## config.mk

```make
export PLATFORM = sky130hd
export DESIGN_NAME = rotation_matrix_to_quaternion_flat
export DESIGN_NICKNAME = d
export VERILOG_FILES = /design/src/rtl/core/rmq_pkg.sv /design/src/rtl/core/rmq_stream_if.sv /design/src/rtl/core/rmq_sqrt_cell.sv /design/src/rtl/core/rmq_div_cell.sv /design/src/rtl/core/rotation_matrix_to_quaternion.sv /design/src/flat_wrapper.sv
export SDC_FILE = /design/constraint.sdc
export NUM_CORES = 2
export LEC_CHECK = 0
export BUFFER_PORTS_ARGS = -buffer_cell sky130_fd_sc_hd__clkbuf_2
export CAP_MARGIN = 20
export CORE_ASPECT_RATIO = 0.9
export CORE_MARGIN = 4
export CORE_UTILIZATION = 58
export DETAILED_ROUTE_END_ITERATION = 16
export GPL_TIMING_DRIVEN = 0
export PLACE_DENSITY = 0.82
export SLEW_MARGIN = 5
export SYNTH_ARGS = -nofsm -noshare
export SYNTH_HDL_FRONTEND = slang
export SYNTH_SLANG_ARGS = --single-unit
export TNS_END_PERCENT = 5
```

## constraint.sdc

```tcl
create_clock -name i_clk -period 37.1 [get_ports i_clk]
set_clock_uncertainty 0.1 [all_clocks]
set_input_delay 3.71 -clock i_clk [delete_from_list [all_inputs] [get_ports i_clk]]
set_output_delay 3.71 -clock i_clk [all_outputs]
set_load 0.03 [all_outputs]
```

## src/rtl/core/rmq_pkg.sv

```systemverilog
`timescale 1ns / 1ps

package rmq_pkg;

    // Fixed point format: ONE means 1.0
    localparam int FRAC_BITS = 14;
    localparam int ONE       = 1 << FRAC_BITS;
    localparam int IN_W      = 16;
    localparam int OUT_W     = 16;
    localparam int OUT_MAX   = (ONE < 32767) ? ONE : 32767;

    // Radicand: signed working width, positive (clamped) width
    localparam int RAD_W  = IN_W + 3;
    localparam int RADU_W = IN_W + 1;

    // First root: radicand scaled by ONE, digit pairs
    localparam int SQ1_W = ((RADU_W + FRAC_BITS + 1) / 2) * 2;
    localparam int R1_W  = SQ1_W / 2;

    // Off-diagonal terms and the first divide
    localparam int MAG_W = IN_W + 1;
    localparam int N1_W  = MAG_W + FRAC_BITS + 1;
    localparam int D1_W  = R1_W + 2;
    localparam int Q1_W  = MAG_W - 1 + FRAC_BITS / 2;
    localparam int C_W   = Q1_W + 1;

    // Norm root and the second divide
    localparam int SQ2_W = 2 * Q1_W;
    localparam int R2_W  = SQ2_W / 2;
    localparam int N2_W  = Q1_W + FRAC_BITS + 1;
    localparam int D2_W  = R2_W + 1;
    localparam int Q2_W  = FRAC_BITS + 1;

    localparam int LANES = 4;

    typedef struct packed {
        logic signed [IN_W-1:0] r00;
        logic signed [IN_W-1:0] r01;
        logic signed [IN_W-1:0] r02;
        logic signed [IN_W-1:0] r10;
        logic signed [IN_W-1:0] r11;
        logic signed [IN_W-1:0] r12;
        logic signed [IN_W-1:0] r20;
        logic signed [IN_W-1:0] r21;
        logic signed [IN_W-1:0] r22;
    } t_mat;

    typedef struct packed {
        logic signed [OUT_W-1:0] quat_w;
        logic signed [OUT_W-1:0] quat_x;
        logic signed [OUT_W-1:0] quat_y;
        logic signed [OUT_W-1:0] quat_z;
    } t_quat;

    // Branch: which component owns the root
    typedef enum logic [1:0] {
        OWN_W = 2'd0,
        OWN_X = 2'd1,
        OWN_Y = 2'd2,
        OWN_Z = 2'd3
    } t_own;

    typedef logic [LANES-1:0][MAG_W-1:0] t_num4;

    typedef struct packed {
        t_own  own;
        t_num4 num;
    } t_s1_side;

    typedef struct packed {
        t_own             own;
        logic [Q1_W-1:0]  own_c;
        logic [LANES-1:0] neg;
    } t_d1_side;

    typedef logic [LANES-1:0][C_W-1:0] t_s2_side;

    typedef logic [LANES-1:0] t_d2_side;

endpackage

```

## src/rtl/core/rmq_stream_if.sv

```systemverilog
`timescale 1ns / 1ps

// Valid/ready channel carrying one word
interface rmq_stream_if #(
    parameter type t_word = logic
);
    logic  valid;
    logic  ready;
    t_word data;

    modport source (output valid, output data, input ready);
    modport sink   (input valid, input data, output ready);
endinterface

```

## src/rtl/core/rmq_sqrt_cell.sv

```systemverilog
`timescale 1ns / 1ps

// One digit-pair step of an integer square root
module rmq_sqrt_cell #(
    parameter int  W      = 32,
    parameter type t_side = logic
) (
    input  logic           i_clk,
    input  logic           i_rst_n,
    input  logic           i_en,
    input  logic           i_valid,
    input  logic [W/2+1:0] i_rem,
    input  logic [W/2-1:0] i_root,
    input  logic [W-1:0]   i_rad,
    input  t_side          i_side,
    output logic           o_valid,
    output logic [W/2+1:0] o_rem,
    output logic [W/2-1:0] o_root,
    output logic [W-1:0]   o_rad,
    output t_side          o_side
);
    localparam int RW  = W / 2;
    localparam int RMW = RW + 2;

    logic           r_valid;
    logic [RMW-1:0] r_rem;
    logic [RW-1:0]  r_root;
    logic [W-1:0]   r_rad;
    t_side          r_side;

    logic [RMW-1:0] rem_sh;
    logic [RMW-1:0] trial;
    logic           fit;
    logic [RMW-1:0] n_rem;
    logic [RW-1:0]  n_root;

    // bring down two bits, try root*4+1
    always_comb begin
        rem_sh = {i_rem[RMW-3:0], i_rad[W-1:W-2]};
        trial  = {i_root, 2'b01};
        fit    = (rem_sh >= trial);
        n_rem  = fit ? (rem_sh - trial) : rem_sh;
        n_root = {i_root[RW-2:0], fit};
    end

    always_ff @(posedge i_clk) begin
        if (!i_rst_n) begin
            r_valid <= 1'b0;
        end else if (i_en) begin
            r_valid <= i_valid;
        end
    end

    always_ff @(posedge i_clk) begin
        if (i_en) begin
            r_rem  <= n_rem;
            r_root <= n_root;
            r_rad  <= {i_rad[W-3:0], 2'b00};
            r_side <= i_side;
        end
    end

    assign o_valid = r_valid;
    assign o_rem   = r_rem;
    assign o_root  = r_root;
    assign o_rad   = r_rad;
    assign o_side  = r_side;

endmodule

```

## src/rtl/core/rmq_div_cell.sv

```systemverilog
`timescale 1ns / 1ps

// One quotient bit of a restoring divide
module rmq_div_cell #(
    parameter int  Q      = 23,
    parameter int  DW     = 18,
    parameter type t_side = logic
) (
    input  logic          i_clk,
    input  logic          i_rst_n,
    input  logic          i_en,
    input  logic          i_valid,
    input  logic [DW-1:0] i_rem,
    input  logic [Q-1:0]  i_num,
    input  logic [DW-1:0] i_den,
    input  logic [Q-1:0]  i_quo,
    input  t_side         i_side,
    output logic          o_valid,
    output logic [DW-1:0] o_rem,
    output logic [Q-1:0]  o_num,
    output logic [DW-1:0] o_den,
    output logic [Q-1:0]  o_quo,
    output t_side         o_side
);
    logic          r_valid;
    logic [DW-1:0] r_rem;
    logic [Q-1:0]  r_num;
    logic [DW-1:0] r_den;
    logic [Q-1:0]  r_quo;
    t_side         r_side;

    logic [DW:0]   rem_sh;
    logic [DW:0]   diff;
    logic          fit;
    logic [DW-1:0] n_rem;

    // shift in next numerator bit, subtract if it fits
    always_comb begin
        rem_sh = {i_rem, i_num[Q-1]};
        diff   = rem_sh - {1'b0, i_den};
        fit    = (rem_sh >= {1'b0, i_den});
        n_rem  = fit ? diff[DW-1:0] : rem_sh[DW-1:0];
    end

    always_ff @(posedge i_clk) begin
        if (!i_rst_n) begin
            r_valid <= 1'b0;
        end else if (i_en) begin
            r_valid <= i_valid;
        end
    end

    always_ff @(posedge i_clk) begin
        if (i_en) begin
            r_rem  <= n_rem;
            r_num  <= {i_num[Q-2:0], 1'b0};
            r_den  <= i_den;
            r_quo  <= {i_quo[Q-2:0], fit};
            r_side <= i_side;
        end
    end

    assign o_valid = r_valid;
    assign o_rem   = r_rem;
    assign o_num   = r_num;
    assign o_den   = r_den;
    assign o_quo   = r_quo;
    assign o_side  = r_side;

endmodule

```

## src/rtl/core/rotation_matrix_to_quaternion.sv

```systemverilog
`timescale 1ns / 1ps

// Rotation matrix to unit quaternion (Shepperd). Takes one 3x3 matrix word per
// cycle and returns w,x,y,z in the same Q.14 format. The
// datapath is a single pipeline of bit-step cells: a 16-cell root chain, a
// 23-cell divide chain per component, a 23-cell norm root chain and a 15-cell
// normalizing divide chain per component, plus seven plain stages. A stall
// at the output holds the whole pipeline; otherwise a new word enters every
// cycle. Non-rotation input that gives a non-positive radicand is clamped to
// the smallest positive radicand; outputs saturate to [-1.0, 1.0].
module rotation_matrix_to_quaternion
    import rmq_pkg::*;
(
    input  logic         i_clk,
    input  logic         i_rst_n,
    rmq_stream_if.sink   i_mat,
    rmq_stream_if.source o_quat
);
    localparam logic signed [RAD_W-1:0] RAD_ONE = RAD_W'(ONE);
    localparam logic [Q2_W-1:0]         SAT_MAG = Q2_W'(OUT_MAX);

    logic en;

    // ---------------- stage A: branch, radicand, numerators
    t_mat                     d;
    logic signed [RAD_W-1:0]  e00, e11, e22, trace, rad;
    logic signed [MAG_W-1:0]  d21_12, d02_20, d10_01, s01_10, s02_20, s12_21;
    logic [RADU_W-1:0]        radu;
    t_own                     own;
    t_num4                    num;

    logic                     r_a_valid;
    logic [RADU_W-1:0]        r_a_rad;
    t_s1_side                 r_a_side;

    always_comb begin
        d      = i_mat.data;
        e00    = RAD_W'(d.r00);
        e11    = RAD_W'(d.r11);
        e22    = RAD_W'(d.r22);
        trace  = e00 + e11 + e22;
        d21_12 = MAG_W'(d.r21) - MAG_W'(d.r12);
        d02_20 = MAG_W'(d.r02) - MAG_W'(d.r20);
        d10_01 = MAG_W'(d.r10) - MAG_W'(d.r01);
        s01_10 = MAG_W'(d.r01) + MAG_W'(d.r10);
        s02_20 = MAG_W'(d.r02) + MAG_W'(d.r20);
        s12_21 = MAG_W'(d.r12) + MAG_W'(d.r21);
        num    = '0;
        priority if (trace > 0) begin
            own    = OWN_W;
            rad    = RAD_ONE + trace;
            num[1] = d21_12;
            num[2] = d02_20;
            num[3] = d10_01;
        end else if (e00 > e11 && e00 > e22) begin
            own    = OWN_X;
            rad    = RAD_ONE + e00 - e11 - e22;
            num[0] = d21_12;
            num[2] = s01_10;
            num[3] = s02_20;
        end else if (e11 > e22) begin
            own    = OWN_Y;
            rad    = RAD_ONE + e11 - e00 - e22;
            num[0] = d02_20;
            num[1] = s01_10;
            num[3] = s12_21;
        end else begin
            own    = OWN_Z;
            rad    = RAD_ONE + e22 - e00 - e11;
            num[0] = d10_01;
            num[1] = s02_20;
            num[2] = s12_21;
        end
        // not a rotation: clamp to smallest positive radicand
        radu = (rad <= 0) ? RADU_W'(1) : rad[RADU_W-1:0];
    end

    always_ff @(posedge i_clk) begin
        if (!i_rst_n) begin
            r_a_valid <= 1'b0;
        end else if (en) begin
            r_a_valid <= i_mat.valid;
        end
    end

    always_ff @(posedge i_clk) begin
        if (en) begin
            r_a_rad  <= radu;
            r_a_side <= '{own: own, num: num};
        end
    end

    // ---------------- root chain: floor(sqrt(rad * ONE))
    logic [R1_W:0]                  s1_valid;
    logic [R1_W:0][R1_W+1:0]        s1_rem;
    logic [R1_W:0][R1_W-1:0]        s1_root;
    logic [R1_W:0][SQ1_W-1:0]       s1_rad;
    t_s1_side                       s1_side [R1_W+1];

    assign s1_valid[0] = r_a_valid;
    assign s1_rem[0]   = '0;
    assign s1_root[0]  = '0;
    assign s1_rad[0]   = SQ1_W'({r_a_rad, {FRAC_BITS{1'b0}}});
    assign s1_side[0]  = r_a_side;

    for (genvar k = 0; k < R1_W; k++) begin : g_s1
        rmq_sqrt_cell #(.W(SQ1_W), .t_side(t_s1_side)) u_cell (
            .i_clk   (i_clk),
            .i_rst_n (i_rst_n),
            .i_en    (en),
            .i_valid (s1_valid[k]),
            .i_rem   (s1_rem[k]),
            .i_root  (s1_root[k]),
            .i_rad   (s1_rad[k]),
            .i_side  (s1_side[k]),
            .o_valid (s1_valid[k+1]),
            .o_rem   (s1_rem[k+1]),
            .o_root  (s1_root[k+1]),
            .o_rad   (s1_rad[k+1]),
            .o_side  (s1_side[k+1])
        );
    end

    // ---------------- stage B: divide operands, own component
    t_s1_side                    b_in;
    logic [R1_W-1:0]             root;
    logic [R1_W:0]               root_p1;
    logic [LANES-1:0]            b_neg;
    logic [LANES-1:0][MAG_W-1:0] b_mag;
    logic [LANES-1:0][N1_W-1:0]  n_b_numer;

    logic                        r_b_valid;
    logic [LANES-1:0][N1_W-1:0]  r_b_numer;
    logic [D1_W-1:0]             r_b_den;
    t_d1_side                    r_b_side;

    always_comb begin
        b_in    = s1_side[R1_W];
        root    = s1_root[R1_W];
        root_p1 = {1'b0, root} + 1'b1;
        for (int i = 0; i < LANES; i++) begin
            b_neg[i]     = b_in.num[i][MAG_W-1];
            b_mag[i]     = b_neg[i] ? (MAG_W'(0) - b_in.num[i]) : b_in.num[i];
            // mag * 2 * ONE + 2 * root, over 4 * root
            n_b_numer[i] = {b_mag[i], {(FRAC_BITS + 1){1'b0}}} + N1_W'({root, 1'b0});
        end
    end

    always_ff @(posedge i_clk) begin
        if (!i_rst_n) begin
            r_b_valid <= 1'b0;
        end else if (en) begin
            r_b_valid <= s1_valid[R1_W];
        end
    end

    always_ff @(posedge i_clk) begin
        if (en) begin
            r_b_numer <= n_b_numer;
            r_b_den   <= {root, 2'b00};
            r_b_side  <= '{own: b_in.own, own_c: Q1_W'(root_p1[R1_W:1]), neg: b_neg};
        end
    end

    // ---------------- first divide chains, one lane per component
    logic [Q1_W:0]                        d1_valid;
    logic [LANES-1:0][Q1_W:0][D1_W-1:0]   d1_rem;
    logic [LANES-1:0][Q1_W:0][Q1_W-1:0]   d1_num;
    logic [LANES-1:0][Q1_W:0][D1_W-1:0]   d1_den;
    logic [LANES-1:0][Q1_W:0][Q1_W-1:0]   d1_quo;
    t_d1_side                             d1_side [Q1_W+1];

    assign d1_valid[0] = r_b_valid;
    assign d1_side[0]  = r_b_side;

    for (genvar l = 0; l < LANES; l++) begin : g_d1_lane
        assign d1_rem[l][0] = D1_W'(r_b_numer[l][N1_W-1:Q1_W]);
        assign d1_num[l][0] = r_b_numer[l][Q1_W-1:0];
        assign d1_den[l][0] = r_b_den;
        assign d1_quo[l][0] = '0;
        for (genvar k = 0; k < Q1_W; k++) begin : g_cell
            if (l == 0) begin : g_lead
                rmq_div_cell #(.Q(Q1_W), .DW(D1_W), .t_side(t_d1_side)) u_cell (
                    .i_clk   (i_clk),
                    .i_rst_n (i_rst_n),
                    .i_en    (en),
                    .i_valid (d1_valid[k]),
                    .i_rem   (d1_rem[l][k]),
                    .i_num   (d1_num[l][k]),
                    .i_den   (d1_den[l][k]),
                    .i_quo   (d1_quo[l][k]),
                    .i_side  (d1_side[k]),
                    .o_valid (d1_valid[k+1]),
                    .o_rem   (d1_rem[l][k+1]),
                    .o_num   (d1_num[l][k+1]),
                    .o_den   (d1_den[l][k+1]),
                    .o_quo   (d1_quo[l][k+1]),
                    .o_side  (d1_side[k+1])
                );
            end else begin : g_plain
                rmq_div_cell #(.Q(Q1_W), .DW(D1_W), .t_side(logic)) u_cell (
                    .i_clk   (i_clk),
                    .i_rst_n (i_rst_n),
                    .i_en    (en),
                    .i_valid (d1_valid[k]),
                    .i_rem   (d1_rem[l][k]),
                    .i_num   (d1_num[l][k]),
                    .i_den   (d1_den[l][k]),
                    .i_quo   (d1_quo[l][k]),
                    .i_side  (1'b0),
                    .o_valid (),
                    .o_rem   (d1_rem[l][k+1]),
                    .o_num   (d1_num[l][k+1]),
                    .o_den   (d1_den[l][k+1]),
                    .o_quo   (d1_quo[l][k+1]),
                    .o_side  ()
                );
            end
        end
    end

    // ---------------- stage C: signed components
    t_d1_side                       c_in;
    logic [LANES-1:0][Q1_W-1:0]     c_abs;
    t_s2_side                       c_val;

    logic                           r_c_valid;
    logic [LANES-1:0][Q1_W-1:0]     r_c_abs;
    t_s2_side                       r_c_c;

    always_comb begin
        c_in = d1_side[Q1_W];
        for (int i = 0; i < LANES; i++) begin
            c_abs[i] = (c_in.own == t_own'(i)) ? c_in.own_c : d1_quo[i][Q1_W];
            c_val[i] = c_in.neg[i] ? (C_W'(0) - C_W'(c_abs[i])) : C_W'(c_abs[i]);
        end
    end

    // ---------------- stage D: squares; stage E: sum
    logic                           r_d_valid;
    logic [LANES-1:0][SQ2_W-1:0]    r_d_sq;
    t_s2_side                       r_d_c;
    logic                           r_e_valid;
    logic [SQ2_W-1:0]               r_e_sum;
    t_s2_side                       r_e_c;

    always_ff @(posedge i_clk) begin
        if (!i_rst_n) begin
            r_c_valid <= 1'b0;
            r_d_valid <= 1'b0;
            r_e_valid <= 1'b0;
        end else if (en) begin
            r_c_valid <= d1_valid[Q1_W];
            r_d_valid <= r_c_valid;
            r_e_valid <= r_d_valid;
        end
    end

    always_ff @(posedge i_clk) begin
        if (en) begin
            r_c_abs <= c_abs;
            r_c_c   <= c_val;
            for (int i = 0; i < LANES; i++) begin
                r_d_sq[i] <= SQ2_W'(r_c_abs[i]) * SQ2_W'(r_c_abs[i]);
            end
            r_d_c   <= r_c_c;
            r_e_sum <= r_d_sq[0] + r_d_sq[1] + r_d_sq[2] + r_d_sq[3];
            r_e_c   <= r_d_c;
        end
    end

    // ---------------- norm root chain
    logic [R2_W:0]                  s2_valid;
    logic [R2_W:0][R2_W+1:0]        s2_rem;
    logic [R2_W:0][R2_W-1:0]        s2_root;
    logic [R2_W:0][SQ2_W-1:0]       s2_rad;
    t_s2_side                       s2_side [R2_W+1];

    assign s2_valid[0] = r_e_valid;
    assign s2_rem[0]   = '0;
    assign s2_root[0]  = '0;
    assign s2_rad[0]   = r_e_sum;
    assign s2_side[0]  = r_e_c;

    for (genvar k = 0; k < R2_W; k++) begin : g_s2
        rmq_sqrt_cell #(.W(SQ2_W), .t_side(t_s2_side)) u_cell (
            .i_clk   (i_clk),
            .i_rst_n (i_rst_n),
            .i_en    (en),
            .i_valid (s2_valid[k]),
            .i_rem   (s2_rem[k]),
            .i_root  (s2_root[k]),
            .i_rad   (s2_rad[k]),
            .i_side  (s2_side[k]),
            .o_valid (s2_valid[k+1]),
            .o_rem   (s2_rem[k+1]),
            .o_root  (s2_root[k+1]),
            .o_rad   (s2_rad[k+1]),
            .o_side  (s2_side[k+1])
        );
    end

    // ---------------- stage F: normalize operands
    t_s2_side                       f_c;
    logic [R2_W-1:0]                norm;
    logic [LANES-1:0]               f_neg;
    logic [LANES-1:0][C_W-1:0]      f_abs;
    logic [LANES-1:0][N2_W-1:0]     n_f_numer;

    logic                           r_f_valid;
    logic [LANES-1:0][N2_W-1:0]     r_f_numer;
    logic [D2_W-1:0]                r_f_den;
    t_d2_side                       r_f_neg;

    always_comb begin
        f_c  = s2_side[R2_W];
        norm = s2_root[R2_W];
        for (int i = 0; i < LANES; i++) begin
            f_neg[i]     = f_c[i][C_W-1];
            f_abs[i]     = f_neg[i] ? (C_W'(0) - f_c[i]) : f_c[i];
            // |c| * 2 * ONE + norm, over 2 * norm
            n_f_numer[i] = {f_abs[i][Q1_W-1:0], {(FRAC_BITS + 1){1'b0}}} + N2_W'(norm);
        end
    end

    always_ff @(posedge i_clk) begin
        if (!i_rst_n) begin
            r_f_valid <= 1'b0;
        end else if (en) begin
            r_f_valid <= s2_valid[R2_W];
        end
    end

    always_ff @(posedge i_clk) begin
        if (en) begin
            r_f_numer <= n_f_numer;
            r_f_den   <= {norm, 1'b0};
            r_f_neg   <= f_neg;
        end
    end

    // ---------------- normalizing divide chains
    logic [Q2_W:0]                        d2_valid;
    logic [LANES-1:0][Q2_W:0][D2_W-1:0]   d2_rem;
    logic [LANES-1:0][Q2_W:0][Q2_W-1:0]   d2_num;
    logic [LANES-1:0][Q2_W:0][D2_W-1:0]   d2_den;
    logic [LANES-1:0][Q2_W:0][Q2_W-1:0]   d2_quo;
    t_d2_side                             d2_side [Q2_W+1];

    assign d2_valid[0] = r_f_valid;
    assign d2_side[0]  = r_f_neg;

    for (genvar l = 0; l < LANES; l++) begin : g_d2_lane
        assign d2_rem[l][0] = D2_W'(r_f_numer[l][N2_W-1:Q2_W]);
        assign d2_num[l][0] = r_f_numer[l][Q2_W-1:0];
        assign d2_den[l][0] = r_f_den;
        assign d2_quo[l][0] = '0;
        for (genvar k = 0; k < Q2_W; k++) begin : g_cell
            if (l == 0) begin : g_lead
                rmq_div_cell #(.Q(Q2_W), .DW(D2_W), .t_side(t_d2_side)) u_cell (
                    .i_clk   (i_clk),
                    .i_rst_n (i_rst_n),
                    .i_en    (en),
                    .i_valid (d2_valid[k]),
                    .i_rem   (d2_rem[l][k]),
                    .i_num   (d2_num[l][k]),
                    .i_den   (d2_den[l][k]),
                    .i_quo   (d2_quo[l][k]),
                    .i_side  (d2_side[k]),
                    .o_valid (d2_valid[k+1]),
                    .o_rem   (d2_rem[l][k+1]),
                    .o_num   (d2_num[l][k+1]),
                    .o_den   (d2_den[l][k+1]),
                    .o_quo   (d2_quo[l][k+1]),
                    .o_side  (d2_side[k+1])
                );
            end else begin : g_plain
                rmq_div_cell #(.Q(Q2_W), .DW(D2_W), .t_side(logic)) u_cell (
                    .i_clk   (i_clk),
                    .i_rst_n (i_rst_n),
                    .i_en    (en),
                    .i_valid (d2_valid[k]),
                    .i_rem   (d2_rem[l][k]),
                    .i_num   (d2_num[l][k]),
                    .i_den   (d2_den[l][k]),
                    .i_quo   (d2_quo[l][k]),
                    .i_side  (1'b0),
                    .o_valid (),
                    .o_rem   (d2_rem[l][k+1]),
                    .o_num   (d2_num[l][k+1]),
                    .o_den   (d2_den[l][k+1]),
                    .o_quo   (d2_quo[l][k+1]),
                    .o_side  ()
                );
            end
        end
    end

    // ---------------- stage G: sign, saturate, output word
    t_d2_side                         g_neg;
    logic [LANES-1:0][Q2_W-1:0]       g_mag;
    logic [LANES-1:0][OUT_W-1:0]      g_out;
    t_quat                            n_quat;

    logic                             r_g_valid;
    t_quat                            r_g_quat;

    always_comb begin
        g_neg = d2_side[Q2_W];
        for (int i = 0; i < LANES; i++) begin
            g_mag[i] = (d2_quo[i][Q2_W] > SAT_MAG) ? SAT_MAG : d2_quo[i][Q2_W];
            g_out[i] = g_neg[i] ? (OUT_W'(0) - OUT_W'(g_mag[i])) : OUT_W'(g_mag[i]);
        end
        n_quat.quat_w = g_out[0];
        n_quat.quat_x = g_out[1];
        n_quat.quat_y = g_out[2];
        n_quat.quat_z = g_out[3];
    end

    always_ff @(posedge i_clk) begin
        if (!i_rst_n) begin
            r_g_valid <= 1'b0;
        end else if (en) begin
            r_g_valid <= d2_valid[Q2_W];
        end
    end

    always_ff @(posedge i_clk) begin
        if (en) begin
            r_g_quat <= n_quat;
        end
    end

    // pipeline moves whenever the output word is free or being taken;
    // no word is taken while in reset
    assign en            = !r_g_valid || o_quat.ready;
    assign i_mat.ready   = en && i_rst_n;
    assign o_quat.valid  = r_g_valid;
    assign o_quat.data   = r_g_quat;

endmodule
```

## src/flat_wrapper.sv

```systemverilog
// flat-port wrapper written by rule: the top's interface ports become plain ports
module rotation_matrix_to_quaternion_flat import rmq_pkg::*;
  (i_clk, i_rst_n, i_mat_valid, i_mat_data, i_mat_ready, o_quat_valid, o_quat_data, o_quat_ready);
  rmq_stream_if i_mat_i ();
  rmq_stream_if o_quat_i ();
  input  logic i_clk;
  input  logic i_rst_n;
  input wire logic [$bits(i_mat_i.valid)-1:0] i_mat_valid;
  input wire logic [$bits(i_mat_i.data)-1:0] i_mat_data;
  output wire logic [$bits(i_mat_i.ready)-1:0] i_mat_ready;
  output wire logic [$bits(o_quat_i.valid)-1:0] o_quat_valid;
  output wire logic [$bits(o_quat_i.data)-1:0] o_quat_data;
  input wire logic [$bits(o_quat_i.ready)-1:0] o_quat_ready;
  assign i_mat_i.valid = i_mat_valid;
  assign i_mat_i.data = i_mat_data;
  assign i_mat_ready = i_mat_i.ready;
  assign o_quat_valid = o_quat_i.valid;
  assign o_quat_data = o_quat_i.data;
  assign o_quat_i.ready = o_quat_ready;
  rotation_matrix_to_quaternion u_core (.i_clk(i_clk), .i_rst_n(i_rst_n), .i_mat(i_mat_i), .o_quat(o_quat_i));
endmodule
```

==> parameters.txt <==
Parameter                              Value

Synthesis
  Number of synthesized register bits    1070
  Post-synthesis area per instance    11.7 um2
  Simple-Gate Fraction of Synth Area    12.6%
  Number of unique standard cell types used by synthesis    88
  Fraction of the yosys area taken by sequential cells    57.8%
  Adder and majority gate portion of the synthesized area    7.30%
  Yosys top cell area share    54.7%
  Share of the synthesized netlist area taken by xor and xnor gates    6.25%
  Fraction of the mapped netlist area in compound gates    11.2%
  Mux share of post-synthesis cell area    1.61%
  Combinational family with the most area after synthesis    simple AND/OR/NAND/NOR gates
  Post-synthesis instance total    4628
  Number of warning messages in the yosys log    0
  Dominant cells by area after synthesis    edfxtp_1 55%, ha_1 6.4%, nand2_1 3.3%
  Fraction of registers with async set/reset    0%
  Top post-synthesis cells by count    986 x edfxtp_1, 475 x nand2_1, 360 x inv_1
  Post-synth EDFFs    986
  Post-synth design cell area    54100 um2
  Cell taking the most area after synthesis    edfxtp_1
  Top FF cell, synth    edfxtp_1
  Count leader, synth    edfxtp_1

Worst setup path
  Startpoint-to-endpoint class of the critical path    input pin to primary output
  Kind of launch point of the worst setup path    input pin
  Crit path required time    33.29 ns
  Length in cells of the worst reg-to-reg path    12
  CP Max Fanout    47
  Kind of end point of the critical path    primary output
  Minimum setup slack among reg-to-reg paths    33.02 ns
  Data arrival time of the worst path    5.17 ns

Floorplanning
  Top-Level Pins    8
  Std-Cell Rows    106
  Standard cell core area    92700 um2
  Overall die width    330 um
  Initial Utilization    58.4%
  Vertical die dimension    298 um
  Die Area    98300 um2

Status
  Outcome    finished, final reports clean

Detailed routing
  Wire length on met1    46600 um
  Detail-routed net length per standard cell    17.6 um
  Met3 wire length    4530 um
  Number of DRC markers after the initial detailed-route iteration    2737
  WL met2    52300 um
  Highest metal layer used by the detailed router    met4
  Final ANT Viol Nets    0
  Detailed-route via count    35176
  Drt via density    5.77
  Post-detailed-route DRC marker count    0
  Detailed Routing Iterations Pass 1    5
  Total Routed Length    107000 um

Min path
  Worst Hold Depth    0
  Worst min-delay path category    register to register

Clocking
  Level count of the clock H-tree    3
  Worst-path clk slew    0.06 ns
  Total CTS buffers    106
  Clock latency on the worst-skew pair    0.69 ns
  Clock tree buffer depth    3
  Setup repair bufs after CTS    0
  Hold-fix buffers, CTS    0
  Buffer cell driving the clock tree root    clkbuf_16
  TritonCTS clock tree    yes
  Clock net sink count    1070
  Number of cells upsized or downsized after cts    0

STA
  Unrepaired setup endpoints after global routing    false
  Total setup violations reported at the end of the flow    0
  Accumulated negative setup slack    0 ns
  Remaining max-slew budget at the tightest pin    31.0%
  Period utilization    24.2%
  Final worst slack    28.12 ns
  Minimum clock period    8.98 ns
  Measured slew at the worst slew-check pin    1.03 ns
  Final slew viol count    0
  Number of failing hold endpoints at the final stage    0
  Fmax    111 MHz
  Worst hold slack    0.292 ns

Global route
  Sum of overflow across all layers after global routing    0
  Global-route wire length before repair    176000 um
  Total track usage    21.7%
  Via count of the first global-routing pass    34596
  Largest net degree at the start of global routing    71
  Antenna violations before repair    1

Power and ir drop
  Peak supply drop    0.0473 mV
  Leak pwr    23.9 nW
  Power density cells    45.9 nW/um2

Final layout
  Net count, final    5070
  Antenna diode count    0
  Fillers    6827
  Area growth from synthesis to layout    10.1%
  Final cell area excluding filler cells    59600 um2
  Share of cells above drive strength 1    6.49%
  Footprint of the flip-flops and latches    31300 um2
  Area of the multi-input gates    21100 um2

Place
  Setup Slack @ Placement    28.11 ns
  RD Place Congestion    0.897
  Standard cell area after detailed placement    56200 um2
  Quantity of I/O buffers inserted on ports    6
  Half-perimeter wire length of the detailed placement result    76300 um

Run
  Max-cap violations    0
[stage by stage]
stage               power (W)  cells  util (%)
finish                0.00274   6093      64.3
global route          0.00285   6093      64.3
CTS                   0.00276   6092      64.3
detailed placement    0.00171   5896      60.6
global placement      0.00170   5880      60.1
floorplan             0.00164   4632         -
[flip-flops by register name, indices dropped and copies added, names as in the netlist, 2 cells and up]
name and cells:
u_core.g_d2_lane.g_cell.g_plain.u_cell.o_rem 334, u_core.g_s2.u_cell.o_rem 255, u_core.g_s2.u_cell.o_root 93, u_core.g_d2_lane.g_cell.g_plain.u_cell.o_den 92, u_core.g_d2_lane.g_cell.g_plain.u_cell.o_num 91, u_core.g_d1_lane.g_cell.g_lead.u_cell.o_side 23, u_core.g_d1_lane.g_cell.g_lead.u_cell.o_valid 23, u_core.g_s2.u_cell.o_side 23
u_core.g_s2.u_cell.o_valid 23, u_core.g_s2.u_cell.o_rad 18, u_core.g_d2_lane.g_cell.g_plain.u_cell.o_quo 16, u_core.g_s1.u_cell.o_side 16, u_core.g_s1.u_cell.o_valid 16, u_core.g_d2_lane.g_cell.g_lead.u_cell.o_valid 15, u_core.d2_num 14, u_core.r_c_abs 2
u_core.r_d_sq 2, u_core.r_e_sum 2
[cells by family after synthesis]
group                      after synthesis
and+or+nand+nor                       1377
DFF                                   1070
AOI/OAI and AO/OA                      952
buffers and inverters                  462
xor gates and xnor gates               386
adders and majority gates              302
muxes                                   78
other                                    1
[worst max-delay path, cell delays in order]
cell and delay, ns:
clkbuf_2 0.08, nor2b_1 0.27, inv_1 0.13, clkbuf_4 0.46
and2_1 0.32, clkbuf_2 0.18
[final cells by class]
cell class | count | area share [%]
inverters | 360 | 2.27
repair buffers | 23 | 0.777
plain buffers | 102 | 0.680
clock buffers | 141 | 4.78
well taps | 1242 | 2.61
multi-input cells | 3100 | 35.4
clock inverters | 55 | 0.945
flip-flops and latches | 1070 | 52.5
[cells in the final DEF, fill, tap and decap left out, drive strengths merged, types with 12 or more instances in the layout]
| master | n |
|---|---|
| a31o | 12 |
| nand4 | 30 |
| a21o | 84 |
| and3 | 13 |
| a31oi | 12 |
| ha | 279 |
| and2 | 32 |
| nand3 | 77 |
| edfxtp | 986 |
| xor2 | 193 |
| or3 | 60 |
| buf | 33 |
| inv | 364 |
| dfxtp | 84 |
| fa | 23 |
| a21oi | 237 |
| or2 | 25 |
| a21boi | 91 |
| a211o | 13 |
| nand2b | 54 |
| nor4 | 78 |
| o21a | 47 |
| nor4b | 15 |
| clkbuf | 233 |
| or4 | 32 |
| o21ai | 261 |
| o211ai | 31 |
| clkinv | 39 |
| mux2 | 69 |
| nor3 | 124 |
| nor3b | 12 |
| nand3b | 15 |
| a211oi | 41 |
| nor2b | 38 |
| nor2 | 260 |
| o21bai | 19 |
| o31ai | 28 |
| nand2 | 475 |
| xnor2 | 193 |
[metal layers]
layer | vias to the layer above | track usage [%]
li1 | 17225 | -
met1 | 16877 | 29.3
met2 | 845 | 36.6
met3 | 229 | 2.79
met4 | 0 | 7.34
met5 | - | 0
[path summary, 6_finish.rpt]
path / start / to
setup / recovery: o_quat_ready / i_mat_ready
hold / removal: u_core.g_s2[13].u_cell.o_side[85]$_DFFE_PN_ / u_core.g_s2[14].u_cell.o_side[85]$_DFFE_PN_
setup reg to reg: register / register
hold reg to reg: u_core.g_s2[13].u_cell.o_side[85]$_DFFE_PN_ / u_core.g_s2[14].u_cell.o_side[85]$_DFFE_PN_
[power by group]
group | switching [W] | internal [W]
combinational | 0.000101 | 0.0000898
clock | 0.000456 | 0.000591
sequential | 0.0000748 | 0.00142
total | 0.000632 | 0.00210
No activity file was read; power rests on OpenSTA's default activity.
